File: config.mk
export PLATFORM = sky130hd
export DESIGN_NAME = crs_queue
export DESIGN_NICKNAME = d
export VERILOG_FILES = /design/src/hw/rtl/crs_pkg.sv /design/src/hw/rtl/crs_queue.sv
export SDC_FILE = /design/constraint.sdc
export NUM_CORES = 1
export LEC_CHECK = 0
export ABC_AREA = 1
export BUFFER_PORTS_ARGS = -buffer_cell sky130_fd_sc_hd__buf_2
export CORE_ASPECT_RATIO = 1.25
export CORE_MARGIN = 4
export CORE_UTILIZATION = 54
export CTS_BUF_LIST = sky130_fd_sc_hd__clkbuf_8
export CTS_CLUSTER_DIAMETER = 120
export CTS_CLUSTER_SIZE = 30
export DETAILED_ROUTE_END_ITERATION = 8
export HOLD_SLACK_MARGIN = 0.1
export PLACE_DENSITY_LB_ADDON = 0.25
export SETUP_SLACK_MARGIN = 0.2
export SYNTH_ARGS = -nofsm -noshare
export SYNTH_HDL_FRONTEND = slang
export SYNTH_SLANG_ARGS = --single-unit
File: constraint.sdc
create_clock -name clk -period 6.05 [get_ports clk]
set_input_delay 1.815 -clock clk [delete_from_list [all_inputs] [get_ports clk]]
set_output_delay 1.815 -clock clk [all_outputs]
set_load 0.01 [all_outputs]
File: src/hw/rtl/crs_pkg.sv
// Package for the Catmull-Rom spline evaluator: request/result structs, sizes, codes.
// No dependencies.
package crs_pkg;
	localparam int MAX_POINTS = 16;
	localparam int IDX_W = $clog2(MAX_POINTS);
	localparam int CNT_W = $clog2(MAX_POINTS + 1);

	typedef enum logic [1:0] {
		MODE_EVAL   = 2'd0,
		MODE_APPEND = 2'd1,
		MODE_CLEAR  = 2'd2,
		MODE_NONE   = 2'd3
	} mode_t;

	typedef struct packed {
		logic [1:0]         mode;
		logic signed [15:0] x_in;
		logic signed [15:0] y_in;
		logic [16:0]        alpha;
	} req_t;

	typedef struct packed {
		logic signed [15:0] x_out;
		logic signed [15:0] y_out;
		logic [4:0]         point_count;
		logic               table_full;
	} res_t;

	// Work passed from front to back through the queue.
	// Appends carry their point so the store is written in request order.
	typedef struct packed {
		logic               is_eval;
		logic               lin;
		logic [16:0]        t;
		logic [IDX_W-1:0]   i0;
		logic [IDX_W-1:0]   i1;
		logic [IDX_W-1:0]   i2;
		logic [IDX_W-1:0]   i3;
		logic [CNT_W-1:0]   cnt;
		logic               full;
		logic               wr;
		logic [IDX_W-1:0]   widx;
		logic signed [15:0] wx;
		logic signed [15:0] wy;
	} job_t;

	typedef enum logic [2:0] {
		BK_IDLE, BK_RD0, BK_RD1, BK_RD2, BK_RD3, BK_T2, BK_T3, BK_SUM
	} bk_state_t;

	function automatic logic signed [15:0] sat16(input logic signed [47:0] v);
		if (v > 48'sd32767) return 16'sh7fff;
		if (v < -48'sd32768) return -16'sh8000;
		return v[15:0];
	endfunction
endpackage

File: src/hw/rtl/crs_queue.sv
// Two-entry queue between front and back end.
// Depends on crs_pkg.
module crs_queue (
	input  logic          clk,
	input  logic          arst_n,
	input  logic          push,
	input  crs_pkg::job_t din,
	input  logic          pop,
	output logic          full,
	output logic          empty,
	output crs_pkg::job_t dout
);
	import crs_pkg::*;

	job_t mem_q [2];
	logic wp_q, rp_q;
	logic [1:0] cnt_q;

	assign full = (cnt_q == 2'd2);
	assign empty = (cnt_q == 2'd0);
	assign dout = mem_q[rp_q];

	always_ff @(posedge clk) begin
		if (push) mem_q[wp_q] <= din;
	end

	always_ff @(posedge clk or negedge arst_n) begin
		if (!arst_n) begin
			wp_q <= 1'b0;
			rp_q <= 1'b0;
			cnt_q <= '0;
		end else begin
			if (push) wp_q <= ~wp_q;
			if (pop) rp_q <= ~rp_q;
			cnt_q <= cnt_q + {1'b0, push} - {1'b0, pop};
		end
	end
endmodule

==> impl_results.md <==
* Status: complete, no violations
* Yosys warning total at 0
* Via count at 3537
* CTS Root Cell: clkbuf_8
* Skew-Pair Late Insertion Delay at 0.42 ns
* Die ar. at 12800 um^2
* Cell area after synthesis at 5970 um^2
* Critical-path cell list: buf_4 -> o21ai_0 -> buf_2
* Avg WL per Cell at 14.3 um
* I/O Buffers at 161
* Pleak at 0.00316 uW
* TritonCTS buffer count at 17
* Area occupied by multi-input gates at 772 um^2
* Worst path arrival time at 2.39 ns
* Max Cap Violations at 0
* Vias in the first global route at 3600
* I/O pins at 162
* Routing usage on met2 at 29.4%
* First-pass GRT wire length at 16600 um
* Worst-path clk slew at 0.08 ns
* Unrepaired setup endpoints after global routing: no
* Vias/cell at 4.75
* Final number of hold-violating endpoints at 0
* Most used routing layer: met2
* Crit Path Category: flop to output pin
* CP required at 4.24 ns
* First-pass iteration count of the detailed router at 5
* Worst relative slew slack at 44.0%
* CTS tree: done
* Syn nets at 516
* Site Rows at 42
* Yosys cell types at 13
* Antenna-violating nets left at 0
* Post-Synthesis Mean Instance Area at 13.8 um^2
* Grt met1 use at 18.5%
* Clk sinks at 160
* Postcts setup bufs at 0
* Period minus WS final at 4.20 ns
* Total routed wirelength at 10700 um
* H-tree depth reported by CTS at 4
* Pin count of the biggest net entering global routing at 98
* Post-synth top area cell: edfxtp_1
* Max-slew violation count at 0
* Cell Area, Placed at 6880 um^2
* DP Wirelength at 7270 um
* Count of final setup violators at 0
* Fmax at 238 MHz
* Min-delay worst type: flop to flop
* Synth-to-Final Area Change at 22.1%
* Fill cell count at 777
* Max VDD drop at 0.000359 V
* Post-synth top area share at 78.5%
* Clk buf depth at 2
* Share of cells above drive strength 1 at 31.8%
* Yosys reg bits at 160
* R2R depth at 3
* Grt ovf at 0
* GRT Overall Usage at 17.3%
* Met3 usage at 8.02%
* CP max FO at 97
* CTS Hold Buffers Added at 0
* Die span in y at 126 um
* Setup TNS at 0 ns
* Critical Path Start Type: flop
* Period utilization at 69.5%
* FF+latch area at 4790 um^2
* Placeable core region at 10700 um^2
* CP peak stage delay at 0.97 ns
* Die width at 102 um
* Final net count at 683
* Crit path capture type: output pin
* Detailed Route Iter0 Violations at 196
* Initial antenna violation count at 2
* Synth area leaders: edfxtp_1 78%, o21ai_0 6.0%, inv_1 5.3%
* Fin area at 7290 um^2
* Cts repair resizes at 0
* Seq/Total Area, Yosys at 80.1%
* Pwr/cell area at 449 nW/um^2
* Critical-path top delay cell: dfrtp_4
* Least-Margin Pin Slew at 0.840 ns
* Clock Skews at 0.0117 ns
* Drc violations at 0
* Worst hold stages at 1
* Placer Congestion at 0.726
* Post-Syn Instances at 432
* Starting Density at 55.7%
[metrics by stage]
| step | power [uW] | utilization [%] | instances | hold slack (ns) | worst slack [ns] |
|---|---|---|---|---|---|
| 3_5_place_dp | 2530 | 64.2 | 712 | 0.533 | 2.26 |
| 3_3_place_gp | 2510 | 64.2 | 712 | 0.531 | 2.28 |
| 4_1_cts | 3320 | 68.0 | 743 | 0.554 | 1.77 |
| 2_1_floorplan | 2150 | - | 432 | 0.463 | 0.410 |
| 6_report | 3270 | 68.0 | 744 | 0.554 | 1.85 |
| 5_1_grt | 3490 | 68.0 | 744 | 0.593 | 1.58 |
[sequential cells by signal, indices dropped and copies added, names as in the netlist]
name,count
cnt_q,2
wp_q,1
rp_q,1
mem_q,156
[critical path, delay by kind of cell (launching register included)]
kind                   cells  cell delay [ns]
flip-flops                 1             0.97
buffers and inverters      2             0.74
AO/OA/AOI/OAI              1             0.23
[synthesized netlist by cell type]
cell      instances
edfxtp_1        156
inv_1            85
nand2_1          84
o21ai_0          71
buf_4             8
buf_2             7
o21ai_1           7
dfrtp_1           4
nor2_1            3
clkbuf_1          2
ha_1              2
xor2_1            2
nand3_1           1
[power by group]
| group | total, uW | switching (uW) | leakage, uW | internal (uW) |
|---|---|---|---|---|
| clock network | 785 | 346 | 0.000203 | 439 |
| registers | 1600 | 132 | 0.00151 | 1470 |
| logic | 882 | 562 | 0.00144 | 320 |
[routing by layer]
metal	wire length, um	up-vias
met5	13	-
li1	-	1782
met3	922	21
met2	5610	106
met1	3910	1626
met4	207	2
[cell families (layout without fill, tap and decap cells)]
logic type / after synthesis / after routing / share of synthesized area, %
AND/OR/NAND/NOR: 88 / 88 / 5.55
XOR/XNOR: 2 / 2 / 0.293
buffers and inverters: 102 / 281 / 7.06
adder cells (fa/ha/maj): 2 / 2 / 0.419
AO/OA/AOI/OAI: 78 / 78 / 6.54
flip-flops: 160 / 160 / 80.1
other: 0 / 1 / 0
[final cells by class]
type | instances | area share (%)
Inverter | 85 | 4.39
Tap cell | 132 | 2.26
Clock inverter | 14 | 2.40
Clock buffer | 17 | 3.21
Antenna cell | 1 | 0.0343
Timing Repair Buffer | 165 | 11.5
Sequential cell | 160 | 65.7
Multi-Input combinational cell | 170 | 10.6
[layout by cell type, fill, tap and decap left out]
cell type,synthesis,final
buf_2,7,161
edfxtp_1,156,156
inv_1,85,86
nand2_1,84,84
o21ai_0,71,71
clkbuf_8,0,17
o21ai_1,7,7
bufinv_16,0,4
buf_4,8,4
clkinvlp_4,0,3
clkinv_1,0,3
dfrtp_1,4,3
clkinv_2,0,2
nor2_1,3,2
xor2_1,2,2
ha_1,2,2
diode_2,0,1
nand3_1,1,1
nor2_4,0,1
clkinv_4,0,1
dfrtp_4,0,1
[final timing paths]
| check | from | end | slack (ns) |
|---|---|---|---|
| setup / recovery | rp_q | dout[48] | 1.85 |
| hold / removal | wp_q | wp_q | 0.55 |
| setup reg to reg | wp_q | mem_q[1][17] | 4.06 |
| hold reg to reg | wp_q | wp_q | 0.55 |
| max in group asynchronous | arst_n | rp_q | 4.73 |
| min in group asynchronous | arst_n | wp_q | 1.18 |
Note: power is estimated with default switching activity, not from simulation.
