### config.mk
export PLATFORM = sky130hd
export DESIGN_NAME = crs_front
export DESIGN_NICKNAME = d
export VERILOG_FILES = /design/src/hw/rtl/crs_pkg.sv /design/src/hw/rtl/crs_front.sv
export SDC_FILE = /design/constraint.sdc
export NUM_CORES = 1
export LEC_CHECK = 0
export BUFFER_PORTS_ARGS = -buffer_cell sky130_fd_sc_hd__buf_2
export CORE_MARGIN = 2
export CORE_UTILIZATION = 40
export DETAILED_ROUTE_END_ITERATION = 8
export SYNTH_ARGS = -nofsm -noshare
export SYNTH_HDL_FRONTEND = slang
export SYNTH_SLANG_ARGS = --single-unit
### constraint.sdc
create_clock -name clk -period 30.5 [get_ports clk]
set_input_delay 4.575 -clock clk [delete_from_list [all_inputs] [get_ports clk]]
set_output_delay 4.575 -clock clk [all_outputs]
set_load 0.05 [all_outputs]
### src/hw/rtl/crs_pkg.sv
// Package for the Catmull-Rom spline evaluator: request/result structs, sizes, codes.
// No dependencies.
package crs_pkg;
	localparam int MAX_POINTS = 16;
	localparam int IDX_W = $clog2(MAX_POINTS);
	localparam int CNT_W = $clog2(MAX_POINTS + 1);

	typedef enum logic [1:0] {
		MODE_EVAL   = 2'd0,
		MODE_APPEND = 2'd1,
		MODE_CLEAR  = 2'd2,
		MODE_NONE   = 2'd3
	} mode_t;

	typedef struct packed {
		logic [1:0]         mode;
		logic signed [15:0] x_in;
		logic signed [15:0] y_in;
		logic [16:0]        alpha;
	} req_t;

	typedef struct packed {
		logic signed [15:0] x_out;
		logic signed [15:0] y_out;
		logic [4:0]         point_count;
		logic               table_full;
	} res_t;

	// Work passed from front to back through the queue.
	// Appends carry their point so the store is written in request order.
	typedef struct packed {
		logic               is_eval;
		logic               lin;
		logic [16:0]        t;
		logic [IDX_W-1:0]   i0;
		logic [IDX_W-1:0]   i1;
		logic [IDX_W-1:0]   i2;
		logic [IDX_W-1:0]   i3;
		logic [CNT_W-1:0]   cnt;
		logic               full;
		logic               wr;
		logic [IDX_W-1:0]   widx;
		logic signed [15:0] wx;
		logic signed [15:0] wy;
	} job_t;

	typedef enum logic [2:0] {
		BK_IDLE, BK_RD0, BK_RD1, BK_RD2, BK_RD3, BK_T2, BK_T3, BK_SUM
	} bk_state_t;

	function automatic logic signed [15:0] sat16(input logic signed [47:0] v);
		if (v > 48'sd32767) return 16'sh7fff;
		if (v < -48'sd32768) return -16'sh8000;
		return v[15:0];
	endfunction
endpackage

### src/hw/rtl/crs_front.sv
// Front end: accepts requests, keeps the point count, classifies evaluates.
// Depends on crs_pkg. Appended points travel to the back end inside the job.
module crs_front (
	input  logic                clk,
	input  logic                arst_n,
	input  logic                start,
	input  crs_pkg::req_t       req,
	input  logic                q_full,
	output logic                push,
	output crs_pkg::job_t       job
);
	import crs_pkg::*;

	logic accept;
	logic [CNT_W-1:0] count_q;
	logic [16:0] al;
	logic [CNT_W+16:0] scaled;
	logic [CNT_W:0] seg;
	logic [16:0] t;
	logic [CNT_W-1:0] nm1;
	logic [CNT_W-1:0] cnt_next;
	logic is_full;

	assign accept = start && !q_full;
	assign al = (req.alpha > 17'd65536) ? 17'd65536 : req.alpha;
	assign nm1 = count_q - CNT_W'(1);
	assign scaled = al * nm1;
	assign is_full = (count_q == CNT_W'(MAX_POINTS));

	// Segment selection and end clamping
	always_comb begin
		seg = scaled[CNT_W+16:16];
		t = {1'b0, scaled[15:0]};
		if (seg >= {1'b0, nm1}) begin
			seg = {1'b0, nm1} - (CNT_W+1)'(1);
			t = 17'd65536;
		end
	end

	always_comb begin
		cnt_next = count_q;
		case (mode_t'(req.mode))
			MODE_APPEND: if (!is_full) cnt_next = count_q + CNT_W'(1);
			MODE_CLEAR:  cnt_next = '0;
			default:     cnt_next = count_q;
		endcase
	end

	// Job build
	always_comb begin
		job = '0;
		job.cnt = cnt_next;
		job.full = (req.mode == MODE_APPEND) && is_full;
		job.is_eval = (req.mode == MODE_EVAL) && (count_q >= CNT_W'(2));
		job.lin = (count_q == CNT_W'(2));
		job.wr = (req.mode == MODE_APPEND) && !is_full;
		job.widx = IDX_W'(count_q);
		job.wx = req.x_in;
		job.wy = req.y_in;
		if (job.lin) begin
			job.t = al;
			job.i1 = '0;
			job.i2 = IDX_W'(1);
			job.i0 = '0;
			job.i3 = IDX_W'(1);
		end else begin
			job.t = t;
			job.i1 = IDX_W'(seg);
			job.i2 = IDX_W'(seg + 1);
			job.i0 = (seg == '0) ? IDX_W'(0) : IDX_W'(seg - 1);
			job.i3 = ((seg + 2) <= {1'b0, nm1}) ? IDX_W'(seg + 2) : IDX_W'(seg + 1);
		end
	end

	assign push = accept;

	always_ff @(posedge clk or negedge arst_n) begin
		if (!arst_n) count_q <= '0;
		else if (accept) count_q <= cnt_next;
	end
endmodule

==> results.md <==
* PostCTS Resize Cnt at 0
* Vias per inst at between 5 and 6
* Final setup fails at 0
* DR vias at 3,878
* Largest Register: count_q
* Final instance area at around 4700 um2
* CTS Root Cell: clkbuf_8
* Dpl hpwl at approximately 9.3 mm
* Num CTS Buffers at 3
* CTS tree: built
* Setup tns final at 0 ns
* Worst slew pin tran at between 1 and 1.5 ns
* Biggest regs: count_q (5)
* Core Region at between 10,000 and 15,000 um2
* CTS Sinks at 5
* Fmax at 53.2 MHz
* Die Area at 11,900 um2
* Crit. End Element: output port
* Hold_buf cts at 0
* Worst Path Required at approximately 26 ns
* Area Growth Syn to Fin at 5.74%
* I/O Buffers at about 70
* GRT overflow at 0
* Chip height at ~110 um
* Ports at 134
* Max reg flops at 5
* Deepest level of the CTS H-tree at 1
* Initial antenna violation count at 0
* TritonRoute pass-1 iters at 4
* Final hold vios at 0
* Top cells by count, synth: 83 x inv_1, 56 x and2_1, 50 x nand2_1
* R2R depth at 9
* Yosys warns at 0
* Most used DFF post-synth: dfrtp_1
* Antenna-violating nets left at 0
* First-pass GRT wire length at 18.4 mm
* Setup crit start: req[9]
* Clk_lat worst skew at 0.23 ns
* CTS clk-pin slew, worst paths at approximately 0.030 ns
* Startpoint types: input port
* MaxCap Viol Count at 0
* Syn Area/Cell at slightly below 8 um2
* Inserted Diodes at 0
* Vias in the first global route at around 3,800
* Area contributors post-synth: fa_1 20%, ha_1 14%, and2_1 7.9%, inv_1 7.0%, buf_4 6.1%
* WS Path Type: input port to output port
* Initial Util at 0.410
* Post-synth ARST share at 1.00
* DRC viols at 0
* Hold slack final at around 0.66 ns
* Post-synthesis sequential area ratio at 0.0283
* Share of the synthesized area in the top cell type at 0.204
* Layout cells sized above 1 at 0.165
* CP max FO at 16
* Cell Rows at 38
* Mapped Cells at between 500 and 600
* Critical Path Max Stage Delay at between 0.8 and 0.9 ns
* Pin count of the biggest net entering global routing at 17
* Worst hold endpoint: count_q[4]
* Layout fillers at roughly 1,100
* RSZ-0062 raised after global routing: no
* Post-DP Area at between 4000 and 5000 um2
* Hold path depth at 1
* Routed length per instance at about 15 um
* RR Endpoint: count_q[3]
* Final worst-path cycle share at 0.616
* RR Startpoint: count_q[0]
* Start point of the worst hold path: count_q[4]
* Total Wirelength at 11.2 mm
* Slew Viols, Final at 0
* Clk buf depth at 2
* # Post-CTS Setup Buffers at 0
* Final net count at roughly 740
* Critical Path AT at 14.21 ns
* CP most frequent cell: inv_1
* Critical-path top delay cell: nor2_1
* Syn Nets at 710
* Skew final at around 0.0033 ns
* Leading area contributor after synthesis: fa_1
* Tmin final at 18.78 ns
* Die W at 109 um
* Area of the mapped netlist at ~4400 um2
* Placer Congestion at 0.833
* Total GRT Usage at 0.191
* Most frequent cell after synthesis: inv_1
* Number of synthesized flops with an enable pin at 0
* R2r setup slk at between 20 and 30 ns
* Distinct cells, synth at between 60 and 70
* Outcome: finished clean
* Slew headroom at 0.251
* Iter 0 DRT Violations at 204
* Hold Path Class: register to register
* Register bit total from synthesis at 5
## stage by stage
step,setup WS (ns),std cells,utilization
after floorplan,12.89,561,-
after global placement,11.84,724,0.429
after detailed placement,11.71,724,0.429
after CTS,11.70,728,0.433
after global routing,10.79,728,0.433
final,11.72,728,0.433
## cell usage in the layout, fill, tap and decap left out, types with 5 or more instances in the layout
cell type	Yosys	routed
ha_1	49	49
a22o_1	13	13
o21ai_0	17	17
o21a_1	5	5
nor3_1	8	8
nor4_1	5	5
o21bai_1	8	8
buf_2	3	69
fa_1	45	45
and2_1	56	56
a21o_1	7	7
inv_1	83	83
nor2_1	29	29
mux2_2	5	5
nand2_1	50	50
nand3_1	8	8
xor2_1	8	8
dfrtp_1	5	5
nand2b_1	9	9
a21oi_1	25	25
xnor2_1	17	17
## cells by family after synthesis
| logic type | Yosys count | share of synthesized area |
|---|---|---|
| AOI/OAI and AO/OA | 114 | 0.190 |
| xor gates and xnor gates | 25 | 0.0495 |
| adders and majority gates | 94 | 0.342 |
| and+or+nand+nor | 182 | 0.217 |
| DFF | 5 | 0.0283 |
| muxes | 9 | 0.0274 |
| buffers and inverters | 132 | 0.145 |
## per-layer routing
| layer | up-vias | routed length, um | global-route usage | share of wire |
|---|---|---|---|---|
| li1 | 1891 | - | - | - |
| met1 | 1884 | 5030 | 0.255 | 0.45 |
| met2 | 92 | 5600 | 0.341 | 0.50 |
| met3 | 11 | 435 | 0.0102 | 0.039 |
| met4 | 0 | 129 | 0.0407 | 0.012 |
| met5 | - | 0 | 0 | 0 |
## layout make-up
| type | instances | area, um2 | share of cell area |
|---|---|---|---|
| Inverter | 84 | 315 | 0.0674 |
| Timing Repair Buffer | 71 | 360 | 0.0770 |
| Clock buffer | 4 | 45.0 | 0.00963 |
| Sequential cell | 5 | 125 | 0.0267 |
| Multi-Input combinational cell | 424 | 3660 | 0.782 |
| Tap cell | 140 | 175 | 0.0374 |
## worst max-delay path by stage
stage | end | cells past startpoint | slack [ns]
after CTS | job[44] | 39 | 11.70
after floorplan | job[45] | 38 | 12.89
final | job[44] | 39 | 11.72
after global placement | job[44] | 37 | 11.84
after detailed placement | job[44] | 39 | 11.71
after global routing | job[44] | 39 | 10.79
## worst max-delay path: cells and delay by family
family          cells  cell delay [ns]
simple gates       10             2.78
fa+ha+maj           7             2.71
compound gates     12             2.43
buf+inv             7             0.83
mux                 2             0.70
xor+xnor            1             0.15
Power is left out: the tool's default activity adds up to more than one toggle a clock period on the data nets, which glitch-free logic cannot reach.
